<file path="src/kvt_pkg.sv">
// Shared types and constants for the key/value table block.
// Used by kvt_mem, kvt_match and key_value_table_unit; depends on nothing.
package kvt_pkg;

  localparam int CAPACITY_DEF  = 16;
  localparam int OP_W          = 2;
  localparam int KEY_W         = 32;
  localparam int VALUE_W       = 32;
  localparam int STATUS_W      = 2;
  localparam int ENTRY_COUNT_W = 5;

  // Opcodes
  localparam logic [OP_W-1:0] OP_INSERT = 2'd0;
  localparam logic [OP_W-1:0] OP_LOOKUP = 2'd1;
  localparam logic [OP_W-1:0] OP_REMOVE = 2'd2;

  // Result status codes
  localparam logic [STATUS_W-1:0] ST_OK     = 2'd0;
  localparam logic [STATUS_W-1:0] ST_ABSENT = 2'd1;
  localparam logic [STATUS_W-1:0] ST_FULL   = 2'd2;

  typedef enum logic [2:0] {
    S_CLEAR,
    S_IDLE,
    S_SCAN,
    S_DRAIN,
    S_FINISH
  } kvt_state_t;

  // Write enables of the two table memories
  typedef struct packed {
    logic tag;
    logic value;
  } kvt_wr_en_t;

  // Search outcome of one scan
  typedef struct packed {
    logic hit;
    logic free;
  } kvt_hit_t;

endpackage

</file>
<file path="src/kvt_mem.sv">
// Table storage: a tag memory ({valid, key}) and a value memory.
// One write port and one registered read port each; depends on kvt_pkg.
module kvt_mem
  import kvt_pkg::*;
#(
  parameter int CAPACITY = CAPACITY_DEF,
  parameter int AW       = (CAPACITY > 1) ? $clog2(CAPACITY) : 1
) (
  input  logic               clk,
  input  kvt_wr_en_t         wr_en,
  input  logic [AW-1:0]      wr_addr,
  input  logic               wr_tag_valid,
  input  logic [KEY_W-1:0]   wr_key,
  input  logic [VALUE_W-1:0] wr_value,
  input  logic               rd_en,
  input  logic [AW-1:0]      rd_addr,
  output logic               rd_tag_valid,
  output logic [KEY_W-1:0]   rd_key,
  output logic [VALUE_W-1:0] rd_value
);

  logic [KEY_W:0]     tag_mem [CAPACITY];
  logic [VALUE_W-1:0] value_mem [CAPACITY];
  logic [KEY_W:0]     tag_rd_r;
  logic [VALUE_W-1:0] value_rd_r;

  always_ff @(posedge clk) begin
    if (wr_en.tag) begin
      tag_mem[wr_addr] <= {wr_tag_valid, wr_key};
    end
    if (rd_en) begin
      tag_rd_r <= tag_mem[rd_addr];
    end
  end

  always_ff @(posedge clk) begin
    if (wr_en.value) begin
      value_mem[wr_addr] <= wr_value;
    end
    if (rd_en) begin
      value_rd_r <= value_mem[rd_addr];
    end
  end

  assign rd_tag_valid = tag_rd_r[KEY_W];
  assign rd_key       = tag_rd_r[KEY_W-1:0];
  assign rd_value     = value_rd_r;

endmodule

</file>
<file path="src/kvt_match.sv">
// Shared key comparator for the linear search: checks one entry a cycle and
// keeps the first matching slot and the lowest free slot. Depends on kvt_pkg.
module kvt_match
  import kvt_pkg::*;
#(
  parameter int AW = 4
) (
  input  logic               clk,
  input  logic               rst_n,
  input  logic               start,
  input  logic               rd_issue,
  input  logic [AW-1:0]      rd_idx,
  input  logic               rd_tag_valid,
  input  logic [KEY_W-1:0]   rd_key,
  input  logic [VALUE_W-1:0] rd_value,
  input  logic [KEY_W-1:0]   key,
  output kvt_hit_t           result,
  output logic [AW-1:0]      hit_idx,
  output logic [AW-1:0]      free_idx,
  output logic [VALUE_W-1:0] hit_value
);

  logic               cmp_vld_r;
  logic [AW-1:0]      cmp_idx_r;
  logic               hit_r, hit_nxt;
  logic               free_r, free_nxt;
  logic [AW-1:0]      hit_idx_r, hit_idx_nxt;
  logic [AW-1:0]      free_idx_r, free_idx_nxt;
  logic [VALUE_W-1:0] hit_value_r, hit_value_nxt;
  logic               key_eq;

  assign key_eq = (rd_key == key);

  always_comb begin
    hit_nxt       = hit_r;
    free_nxt      = free_r;
    hit_idx_nxt   = hit_idx_r;
    free_idx_nxt  = free_idx_r;
    hit_value_nxt = hit_value_r;
    if (start) begin
      hit_nxt  = 1'b0;
      free_nxt = 1'b0;
    end else if (cmp_vld_r) begin
      // keep only the first hit and the lowest free slot
      if (rd_tag_valid && key_eq && !hit_r) begin
        hit_nxt       = 1'b1;
        hit_idx_nxt   = cmp_idx_r;
        hit_value_nxt = rd_value;
      end
      if (!rd_tag_valid && !free_r) begin
        free_nxt     = 1'b1;
        free_idx_nxt = cmp_idx_r;
      end
    end
  end

  always_ff @(posedge clk) begin
    if (!rst_n) begin
      cmp_vld_r <= 1'b0;
      hit_r     <= 1'b0;
      free_r    <= 1'b0;
    end else begin
      cmp_vld_r <= rd_issue;
      hit_r     <= hit_nxt;
      free_r    <= free_nxt;
    end
  end

  always_ff @(posedge clk) begin
    cmp_idx_r   <= rd_idx;
    hit_idx_r   <= hit_idx_nxt;
    free_idx_r  <= free_idx_nxt;
    hit_value_r <= hit_value_nxt;
  end

  assign result.hit  = hit_r;
  assign result.free = free_r;
  assign hit_idx     = hit_idx_r;
  assign free_idx    = free_idx_r;
  assign hit_value   = hit_value_r;

endmodule

</file>
<file path="src/key_value_table_unit.sv">
// Top level of the key/value table: sequencer, entry count and result register.
// Instantiates kvt_mem and kvt_match; depends on kvt_pkg.
//
// Fixed-capacity key/value table searched linearly. Each operation (insert or
// update, lookup, remove) is accepted only while in_stall is low and gives one
// result word. The block takes no new operation until the last one is done:
// one comparator walks the table one entry per cycle through the single read
// port of the table memory, then a drain state empties the read pipe and a
// finish state writes back and loads the result, waiting while the result
// register is full and stalled. A finished result waits in its own register,
// so the next operation may be accepted while out_stall holds it. After reset
// the block runs a clearing pass that marks every entry free; in_stall is high then.
module key_value_table_unit
  import kvt_pkg::*;
#(
  parameter int CAPACITY = CAPACITY_DEF
) (
  input  logic                     clk,
  input  logic                     rst_n,
  input  logic                     in_valid,
  output logic                     in_stall,
  input  logic [OP_W-1:0]          in_opcode,
  input  logic signed [KEY_W-1:0]  in_key,
  input  logic [VALUE_W-1:0]       in_value,
  output logic                     out_valid,
  input  logic                     out_stall,
  output logic [STATUS_W-1:0]      out_status,
  output logic                     out_was_present,
  output logic [VALUE_W-1:0]       out_value_out,
  output logic [ENTRY_COUNT_W-1:0] out_entry_count
);

  localparam int AW = (CAPACITY > 1) ? $clog2(CAPACITY) : 1;
  localparam int CW = $clog2(CAPACITY + 1);
  localparam logic [AW-1:0] LAST_IDX = AW'(CAPACITY - 1);

  kvt_state_t state_r, state_nxt;
  logic [AW-1:0]      clr_r, clr_nxt;
  logic [AW-1:0]      scan_r, scan_nxt;
  logic [CW-1:0]      count_r, count_nxt;
  logic [OP_W-1:0]    op_r;
  logic [KEY_W-1:0]   key_r;
  logic [VALUE_W-1:0] value_r;

  logic               accept;
  logic               load;
  logic               rd_issue;
  kvt_wr_en_t         wr_en;
  logic [AW-1:0]      wr_addr;
  logic               wr_tag_valid;
  logic [KEY_W-1:0]   wr_key;
  logic [STATUS_W-1:0] res_status;
  logic [VALUE_W-1:0] res_value;

  logic               rd_tag_valid;
  logic [KEY_W-1:0]   rd_key;
  logic [VALUE_W-1:0] rd_value;
  kvt_hit_t           srch;
  logic [AW-1:0]      hit_idx;
  logic [AW-1:0]      free_idx;
  logic [VALUE_W-1:0] hit_value;

  logic                     out_valid_r, out_valid_nxt;
  logic [STATUS_W-1:0]      out_status_r;
  logic                     out_was_present_r;
  logic [VALUE_W-1:0]       out_value_out_r;
  logic [ENTRY_COUNT_W-1:0] out_entry_count_r;

  kvt_mem #(
    .CAPACITY (CAPACITY),
    .AW       (AW)
  ) u_mem (
    .clk          (clk),
    .wr_en        (wr_en),
    .wr_addr      (wr_addr),
    .wr_tag_valid (wr_tag_valid),
    .wr_key       (wr_key),
    .wr_value     (value_r),
    .rd_en        (rd_issue),
    .rd_addr      (scan_r),
    .rd_tag_valid (rd_tag_valid),
    .rd_key       (rd_key),
    .rd_value     (rd_value)
  );

  kvt_match #(
    .AW (AW)
  ) u_match (
    .clk          (clk),
    .rst_n        (rst_n),
    .start        (accept),
    .rd_issue     (rd_issue),
    .rd_idx       (scan_r),
    .rd_tag_valid (rd_tag_valid),
    .rd_key       (rd_key),
    .rd_value     (rd_value),
    .key          (key_r),
    .result       (srch),
    .hit_idx      (hit_idx),
    .free_idx     (free_idx),
    .hit_value    (hit_value)
  );

  assign in_stall = (state_r != S_IDLE);
  assign accept   = in_valid && (state_r == S_IDLE);

  always_comb begin
    state_nxt    = state_r;
    clr_nxt      = clr_r;
    scan_nxt     = scan_r;
    count_nxt    = count_r;
    rd_issue     = 1'b0;
    load         = 1'b0;
    wr_en        = '0;
    wr_addr      = hit_idx;
    wr_tag_valid = 1'b0;
    wr_key       = key_r;
    res_status   = ST_OK;
    res_value    = '0;
    case (state_r)
      S_CLEAR: begin
        wr_en.tag = 1'b1;
        wr_addr   = clr_r;
        if (clr_r == LAST_IDX) begin
          state_nxt = S_IDLE;
        end else begin
          clr_nxt = clr_r + AW'(1);
        end
      end
      S_IDLE: begin
        if (in_valid) begin
          scan_nxt  = '0;
          state_nxt = S_SCAN;
        end
      end
      S_SCAN: begin
        rd_issue = 1'b1;
        if (scan_r == LAST_IDX) begin
          state_nxt = S_DRAIN;
        end else begin
          scan_nxt = scan_r + AW'(1);
        end
      end
      S_DRAIN: begin
        state_nxt = S_FINISH;
      end
      S_FINISH: begin
        // hold until the result register is free
        if (!out_valid_r || !out_stall) begin
          load      = 1'b1;
          state_nxt = S_IDLE;
          case (op_r)
            OP_INSERT: begin
              if (srch.hit) begin
                wr_en.value = 1'b1;
              end else if (srch.free) begin
                wr_en.tag    = 1'b1;
                wr_en.value  = 1'b1;
                wr_addr      = free_idx;
                wr_tag_valid = 1'b1;
                count_nxt    = count_r + CW'(1);
              end else begin
                res_status = ST_FULL;
              end
            end
            OP_LOOKUP: begin
              if (srch.hit) begin
                res_value = hit_value;
              end else begin
                res_status = ST_ABSENT;
              end
            end
            OP_REMOVE: begin
              if (srch.hit) begin
                wr_en.tag = 1'b1;
                if (count_r != '0) begin
                  count_nxt = count_r - CW'(1);
                end
              end else begin
                res_status = ST_ABSENT;
              end
            end
            default: begin
            end
          endcase
        end
      end
      default: begin
        state_nxt = S_IDLE;
      end
    endcase
  end

  always_comb begin
    if (load) begin
      out_valid_nxt = 1'b1;
    end else if (out_stall) begin
      out_valid_nxt = out_valid_r;
    end else begin
      out_valid_nxt = 1'b0;
    end
  end

  always_ff @(posedge clk) begin
    if (!rst_n) begin
      state_r     <= S_CLEAR;
      clr_r       <= '0;
      scan_r      <= '0;
      count_r     <= '0;
      out_valid_r <= 1'b0;
    end else begin
      state_r     <= state_nxt;
      clr_r       <= clr_nxt;
      scan_r      <= scan_nxt;
      count_r     <= count_nxt;
      out_valid_r <= out_valid_nxt;
    end
  end

  always_ff @(posedge clk) begin
    if (accept) begin
      op_r    <= in_opcode;
      key_r   <= in_key;
      value_r <= in_value;
    end
    if (load) begin
      out_status_r      <= res_status;
      out_was_present_r <= srch.hit;
      out_value_out_r   <= res_value;
      out_entry_count_r <= ENTRY_COUNT_W'(count_nxt);
    end
  end

  assign out_valid       = out_valid_r;
  assign out_status      = out_status_r;
  assign out_was_present = out_was_present_r;
  assign out_value_out   = out_value_out_r;
  assign out_entry_count = out_entry_count_r;

  a_count_bound: assert property (@(posedge clk) disable iff (!rst_n)
    count_r <= CW'(CAPACITY))
    else $error("entry count exceeds capacity");

  a_full_only_when_full: assert property (@(posedge clk) disable iff (!rst_n)
    (load && res_status == ST_FULL) |-> (count_r == CW'(CAPACITY)))
    else $error("table full reported with free entries");

  a_write_states: assert property (@(posedge clk) disable iff (!rst_n)
    (wr_en.tag || wr_en.value) |-> (state_r == S_CLEAR || load))
    else $error("table write outside clearing pass or write-back");

  a_accept_starts_scan: assert property (@(posedge clk) disable iff (!rst_n)
    accept |=> (state_r == S_SCAN && scan_r == '0))
    else $error("accepted word did not start a scan");

  a_hit_not_free_insert: assert property (@(posedge clk) disable iff (!rst_n)
    (load && op_r == OP_INSERT && !srch.hit && srch.free) |=>
      (count_r == $past(count_r) + CW'(1)))
    else $error("new entry did not raise the count");

endmodule

</file>
<file path="config.mk">
export PLATFORM = sky130hd
export DESIGN_NAME = key_value_table_unit
export DESIGN_NICKNAME = d
export VERILOG_FILES = /design/src/kvt_pkg.sv /design/src/kvt_mem.sv /design/src/kvt_match.sv /design/src/key_value_table_unit.sv
export SDC_FILE = /design/constraint.sdc
export NUM_CORES = 1
export LEC_CHECK = 0
export BUFFER_PORTS_ARGS = -buffer_cell sky130_fd_sc_hd__clkbuf_2
export CAP_MARGIN = 20
export CORE_MARGIN = 5
export CORE_UTILIZATION = 70
export CTS_BUF_LIST = sky130_fd_sc_hd__clkbuf_8
export CTS_CLUSTER_DIAMETER = 200
export DETAILED_ROUTE_END_ITERATION = 12
export GPL_TIMING_DRIVEN = 0
export PLACE_DENSITY_LB_ADDON = 0.08
export SLEW_MARGIN = 20
export SYNTH_ARGS = -nofsm -noshare
export SYNTH_HDL_FRONTEND = slang
export SYNTH_SLANG_ARGS = --single-unit
</file>
<file path="constraint.sdc">
create_clock -name clk -period 16 [get_ports clk]
set_input_delay 3.2 -clock clk [delete_from_list [all_inputs] [get_ports clk]]
set_output_delay 3.2 -clock clk [all_outputs]
set_load 0.01 [all_outputs]
</file>
After elaboration in Yosys (flattened, before gate mapping)
Memories as Yosys holds them, arrays and structs flattened. A register that Yosys moved wholly into a read port is not among the register bits.
Cells that the tools add are included.
{ "word_totals": {"reg_bits": 170, "ramBits": 1040, "output_inout_bits": 42, "wordCells": 116, "n_memories": 2} }
{ "classes": {"add_sub_neg": 4, "n_eq_ne": 16, "mux": 47, "bitwise_logic": 3, "reduce_logical": 25} }
{ "mem_list": {"columns": ["name", "words", "width", "rd", "rd_clocked_by_memory_dff", "write_ports", "line_no", "source"], "rows": [
  ["u_mem.tag_mem", 16, 33, 1, 1, 1, "kvt_mem.sv:22", "logic [KEY_W:0] tag_mem [CAPACITY];"],
  ["u_mem.value_mem", 16, 32, 1, 1, 1, "kvt_mem.sv:23", "logic [VALUE_W-1:0] value_mem [CAPACITY];"]
]} }
{ "ops": {"columns": ["op", "n"], "rows": [
  ["$eq 32x32->1", 1],
  ["$mux 5", 6],
  ["$mux 4", 6],
  ["$mux 1", 20],
  ["$pmux 4 s2", 2],
  ["$pmux 3 s5", 1],
  ["$mux 3", 4],
  ["$ne 2x2->1 const B", 5],
  ["$pmux 5 s2", 1],
  ["$reduce_and 3->1", 3],
  ["$add 4x1->4 const B", 2],
  ["$eq 4x4->1 const B", 2],
  ["$mux 2", 4],
  ["$reduce_and 2->1", 4],
  ["$reduce_and 4->1", 2],
  ["$eq 3x2->1 const B", 2],
  ["$add 5x1->5 const B", 1],
  ["$logic_not 1->1", 5],
  ["$reduce_bool 5->1", 1],
  ["$sub 5x1->5 const B", 1],
  ["$logic_and 1x1->1", 4],
  ["$pmux 1 s2", 2],
  ["$pmux 2 s2", 1],
  ["$reduce_or 2->1", 2],
  ["11 further kinds", 13]
]} }

Depth between registers and ports, before layout
{ "logic_depth": {"ltp_word": 7, "mapped_depth": 9, "mapped_depth_nobuf": 7} }

Modules after synthesis
A second synthesis with hierarchy kept.
{ "unflattened": {"hier_cells": 2109, "area_unflattened_um2": 47524.3} }
{ "modules_own_cells": {"columns": ["mod", "n_inst", "cells_per_inst", "area_each_um2", "seq_area_each_um2"], "rows": [
  ["kvt_mem", 1, 1698, 40998.1, 33181.8],
  ["key_value_table_unit", 1, 309, 4770.8, 3523.4],
  ["kvt_match", 1, 102, 1755.4, 1341.3]
]} }

Worst setup path after synthesis
Ideal clock, no wire load.
{ "synth_path": {"path_kind": "input port to flip-flop", "start": "in in_valid", "end": "reg u_match.hit_idx_r[0] (netlist: u_match.hit_idx[0]) (enable)", "setup_time_ps": 585, "t_arrival_ps": 6621, "required_ps": 15415, "slack_ps": 8793, "path_stages": 3, "cell_sequence": "and2_1 -> clkbuf_1 -> nor2_1"} }
{ "synth_via": {"elab_chain_len": 3} }
{ "synth_lines": {"columns": ["item", "line_no", "source"], "rows": [
  ["start: declaration", "key_value_table_unit.sv:20", "input logic in_valid,"],
  ["$logic_and 1x1->1", "key_value_table_unit.sv:105", "assign accept = in_valid && (state_r == S_IDLE);"],
  ["via accept", "key_value_table_unit.sv:45", "logic accept;"],
  ["$not 1->1 (no line)", null, null],
  ["$reduce_and 3->1 (no line)", null, null],
  ["end signal: assignment", "kvt_match.sv:71", "hit_idx_r <= hit_idx_nxt;"],
  ["end: declaration", "kvt_match.sv:27", "logic [AW-1:0] hit_idx_r, hit_idx_nxt;"]
]} }
The timed path passes the listed nets, and every way through them passes these cells.
A chain may end at the register's enable or synchronous reset.

Worst setup path in the final report
{ "layout_path": {"start": "in out_stall", "end": "mem u_mem.tag_mem[1][21] in the netlist's numbering (enable)"} }
{ "layout_via": {"elab_chain_len": 6, "elab_cells_between_ends": 8, "classes_between": "mux (6); reduce/logical (2)"} }
{ "layout_lines": {"columns": ["item", "line_no", "source"], "rows": [
  ["start: declaration", "key_value_table_unit.sv:26", "input logic out_stall,"],
  ["$logic_not 1->1 *", "key_value_table_unit.sv:149", "if (!out_valid_r || !out_stall) begin"],
  ["$logic_or 1x1->1 *", "key_value_table_unit.sv:149", null],
  ["$mux 2", "key_value_table_unit.sv:149", null],
  ["$pmux 1 s2", "key_value_table_unit.sv:120", "case (state_r)"],
  ["$mux 1", "kvt_mem.sv:28", "if (wr_en.tag) begin"],
  ["$mux 1 (implied by the code)", "kvt_mem.sv:29", "tag_mem[wr_addr] <= {wr_tag_valid, wr_key};"],
  ["end: declaration", "kvt_mem.sv:22", null]
]} }
Mark *: on every way between the ends. The rest lies on a longest branch, timed or not.

==> impl_metrics.ini <==
[yosys]
synthArstFlopShare_pct = 0
synth_area_um2 = 48300
ys.flop_type = edfxtp_1
synth_edf_count = 1251
ys_seq_area_share_pct = 78.8
ys_types = 60
syn-num-nets = 2528
avgSynthCellArea_um2 = 19.7
ys_seq_elements = 1275
synthCells = 2450
ys_warn_count = 0

[die]
ioPinCount = 112
die_y_um = 273
design.core.area_um2 = 68500
die_w_um = 273
start_util_pct = 70.5
rows = 96
die_area_um2 = 74300

[grt]
grt_first_pass_wirelength_mm = 171
grt_util_all_layers_pct = 31.7
grt_start_max_net_pins = 45
grt_pass1_vias = 26993
overflow = 0
antenna_found_initial = 1

[outcome]
outcome = completed

[pwr]
p_leak_nw = 17.8
combPwrFrac_pct = 1.5
clock_power_share_pct = 39.0
power_switching_mw = 1.28
powerDensity_nw_per_um2 = 112
peakVddDrop_v = 0.0000992
internal_power_mw = 4.87
power_frac_seq_pct = 59.5
switching_share_pct = 20.8

[setup_path]
crit_chain = clkbuf_2 > nand2_1 > nand3_1 > o221ai_2 > nand3_1 > nor3_2 > buf_4 > buf_4 > buf_4
critPathLaunchType = primary input
crit_path_end_kind = register
crit_path_top_delay_cell = nor3_2
slowest_delay_ps = 760
path_max_fanout = 7
crit_type = primary input to register
cpMostUsedCell = buf_4
critPathRequiredTime_ps = 16530
worstPathArrival_ps = 6090

[clocking]
root_buffer = clkbuf_8
ctsLongestPathBuffers = 3
post-cts-setup-buffer-count = 0
clk_pin_slew_ps = 60
cts_hold_buffers = 0
htree_levels = 4
cts_buffers = 189
insertion_delay_ps = 840
cts_resized = 0
cts_tree = yes
cts_sinks = 1275

[timing]
rsz0062_at_grt = no
timing.fmax_mhz = 180
post-route-period-util_pct = 34.8
setup_viol_count_final = 0
relSlewSlack_pct = 30.0
tightest_slew_ps = 1050
timing.setup.tns_ps = 0
maxSlewViolCount = 0
skew_ps = 26.5
finalCriticalPeriod_ps = 5560
hold_viol = 0
fin_ws_ps = 10440

[drt]
via_count = 26351
wl_per_cell_um = 29.5
drt_drc_violations_left = 0
final_antenna_net_count = 0
drt-total-wl_mm = 117
via_per_inst = 6.66
dr.first_iter.drc_count = 3432
first_pass_iters = 8

[placed_design]
gp_congestion = 0.831
dp_slack_ps = 9710
place.detailed.hpwl_mm = 77.9
post_dp_cell_area_um2 = 51500
io_buffers = 111

[final_layout]
mostFrequentLayoutCells = edfxtp_1, mux2i_1, clkbuf_8
final.fill_count = 3462
fin_area_um2 = 55000
nets = 2996
area_growth_pct = 14.0
final_common_cell = edfxtp_1
drive_above_1_share_pct = 26.4

[min_path]
hold_path_class = register to register

[flow_run]
drv_cap = 0
power groups by stage:
stage          sequential, mW  clock (mW)  combinational (mW)
2_1_floorplan            3.73           0              0.0401
3_3_place_gp             3.73           0              0.0691
3_5_place_dp             3.73           0              0.0897
4_1_cts                  3.66        2.42              0.0904
5_1_grt                  3.66        2.59              0.0954
6_report                 3.66        2.40              0.0913
Yosys cell counts, drive strengths merged (3+ instances only):
library cell / count / area share, %
and3: 3 / 0.039
nor3b: 3 / 0.080
clkbuf: 62 / 0.48
buf: 62 / 0.67
inv: 11 / 0.086
mux4: 130 / 6.1
mux2i: 197 / 4.1
a21oi: 76 / 0.80
and2: 42 / 0.54
a22oi: 66 / 1.0
o22ai: 4 / 0.052
nand3: 15 / 0.16
ha: 8 / 0.21
nor4b: 3 / 0.054
a21o: 3 / 0.047
o21a: 3 / 0.047
dfxtp: 24 / 1.0
o21ai: 135 / 1.4
nand4b: 3 / 0.054
mux2: 66 / 1.5
nor2b: 3 / 0.039
nor3: 37 / 0.38
xor2: 7 / 0.13
edfxtp: 1251 / 78
nand4: 10 / 0.13
nor2: 20 / 0.16
a221oi: 65 / 1.2
nand2: 79 / 0.61
xnor2: 30 / 0.54
path summary, 6_finish.rpt:
path | from | cells past startpoint | to | slack, ps
worst min register to register | scan_r[0] | 0 | u_match.cmp_idx_r[0] | 380
worst min-delay path | scan_r[0] | 0 | u_match.cmp_idx_r[0] | 380
worst max register to register | op_r[0] | 11 | u_mem.tag_mem[1][21] | 12050
worst max-delay path | out_stall | 9 | u_mem.tag_mem[1][21] | 10440
state kept, by name, indices dropped and copies added, names as in the netlist, 2 cells and up:
signal and count:
out_value_out 32, u_match.cmp_idx_r 4, u_mem.tag_rd_r 33, u_mem.value_mem 512, u_match.free_idx 4, key_r 32, clr_r 4, u_match.hit_value 32
u_mem.rd_value 32, u_mem.tag_mem 528, state_r 3, op_r 2, out_status 2, scan_r 4, out_entry_count 5, count_r 5
u_match.hit_idx 4, value_r 32
worst max-delay path: cells and delay by family:
kind / cells / cell delay [ps]
buffers and inverters: 4 / 830
AOI/OAI and AO/OA: 1 / 420
and+or+nand+nor: 4 / 1630
routing by layer:
layer | vias up | share of wire, % | global-route usage (%)
li1 | 10995 | - | -
met1 | 13375 | 36 | 41.5
met2 | 1634 | 50 | 52.7
met3 | 343 | 9.0 | 6.61
met4 | 4 | 4.7 | 14.0
met5 | - | 0.11 | 0
through the flow:
step / power, mW / instances / util, % / hold slack [ps]
after global placement: 3.80 / 3443 / 72.9 / 366
after CTS: 6.17 / 3956 / 80.3 / 385
after floorplan: 3.77 / 2450 / - / 350
after global routing: 6.34 / 3956 / 80.3 / 386
final: 6.15 / 3957 / 80.3 / 380
after detailed placement: 3.82 / 3609 / 75.3 / 366
layout make-up:
class	instances	area, µm²	share of cell area [%]
Buffer	124	559	1.02
Inverter	12	47.5	0.0864
Timing Repair Buffer	277	2000	3.64
Multi-Input combinational cell	1039	9790	17.8
Tap cell	882	1100	2.01
Clock inverter	150	744	1.35
Antenna cell	1	2.50	0.00455
Clock buffer	197	2710	4.93
Sequential cell	1275	38000	69.2
logic make-up after synthesis:
logic type      count (synthesis)  share of synthesized area [%]
buf+inv                       136                           1.24
mux                           393                           11.7
fa+ha+maj                       8                          0.207
xor+xnor                       37                          0.671
simple gates                  231                           2.44
compound gates                370                           4.90
flops                        1275                           78.8
Note: power is estimated with default switching activity, not from simulation.
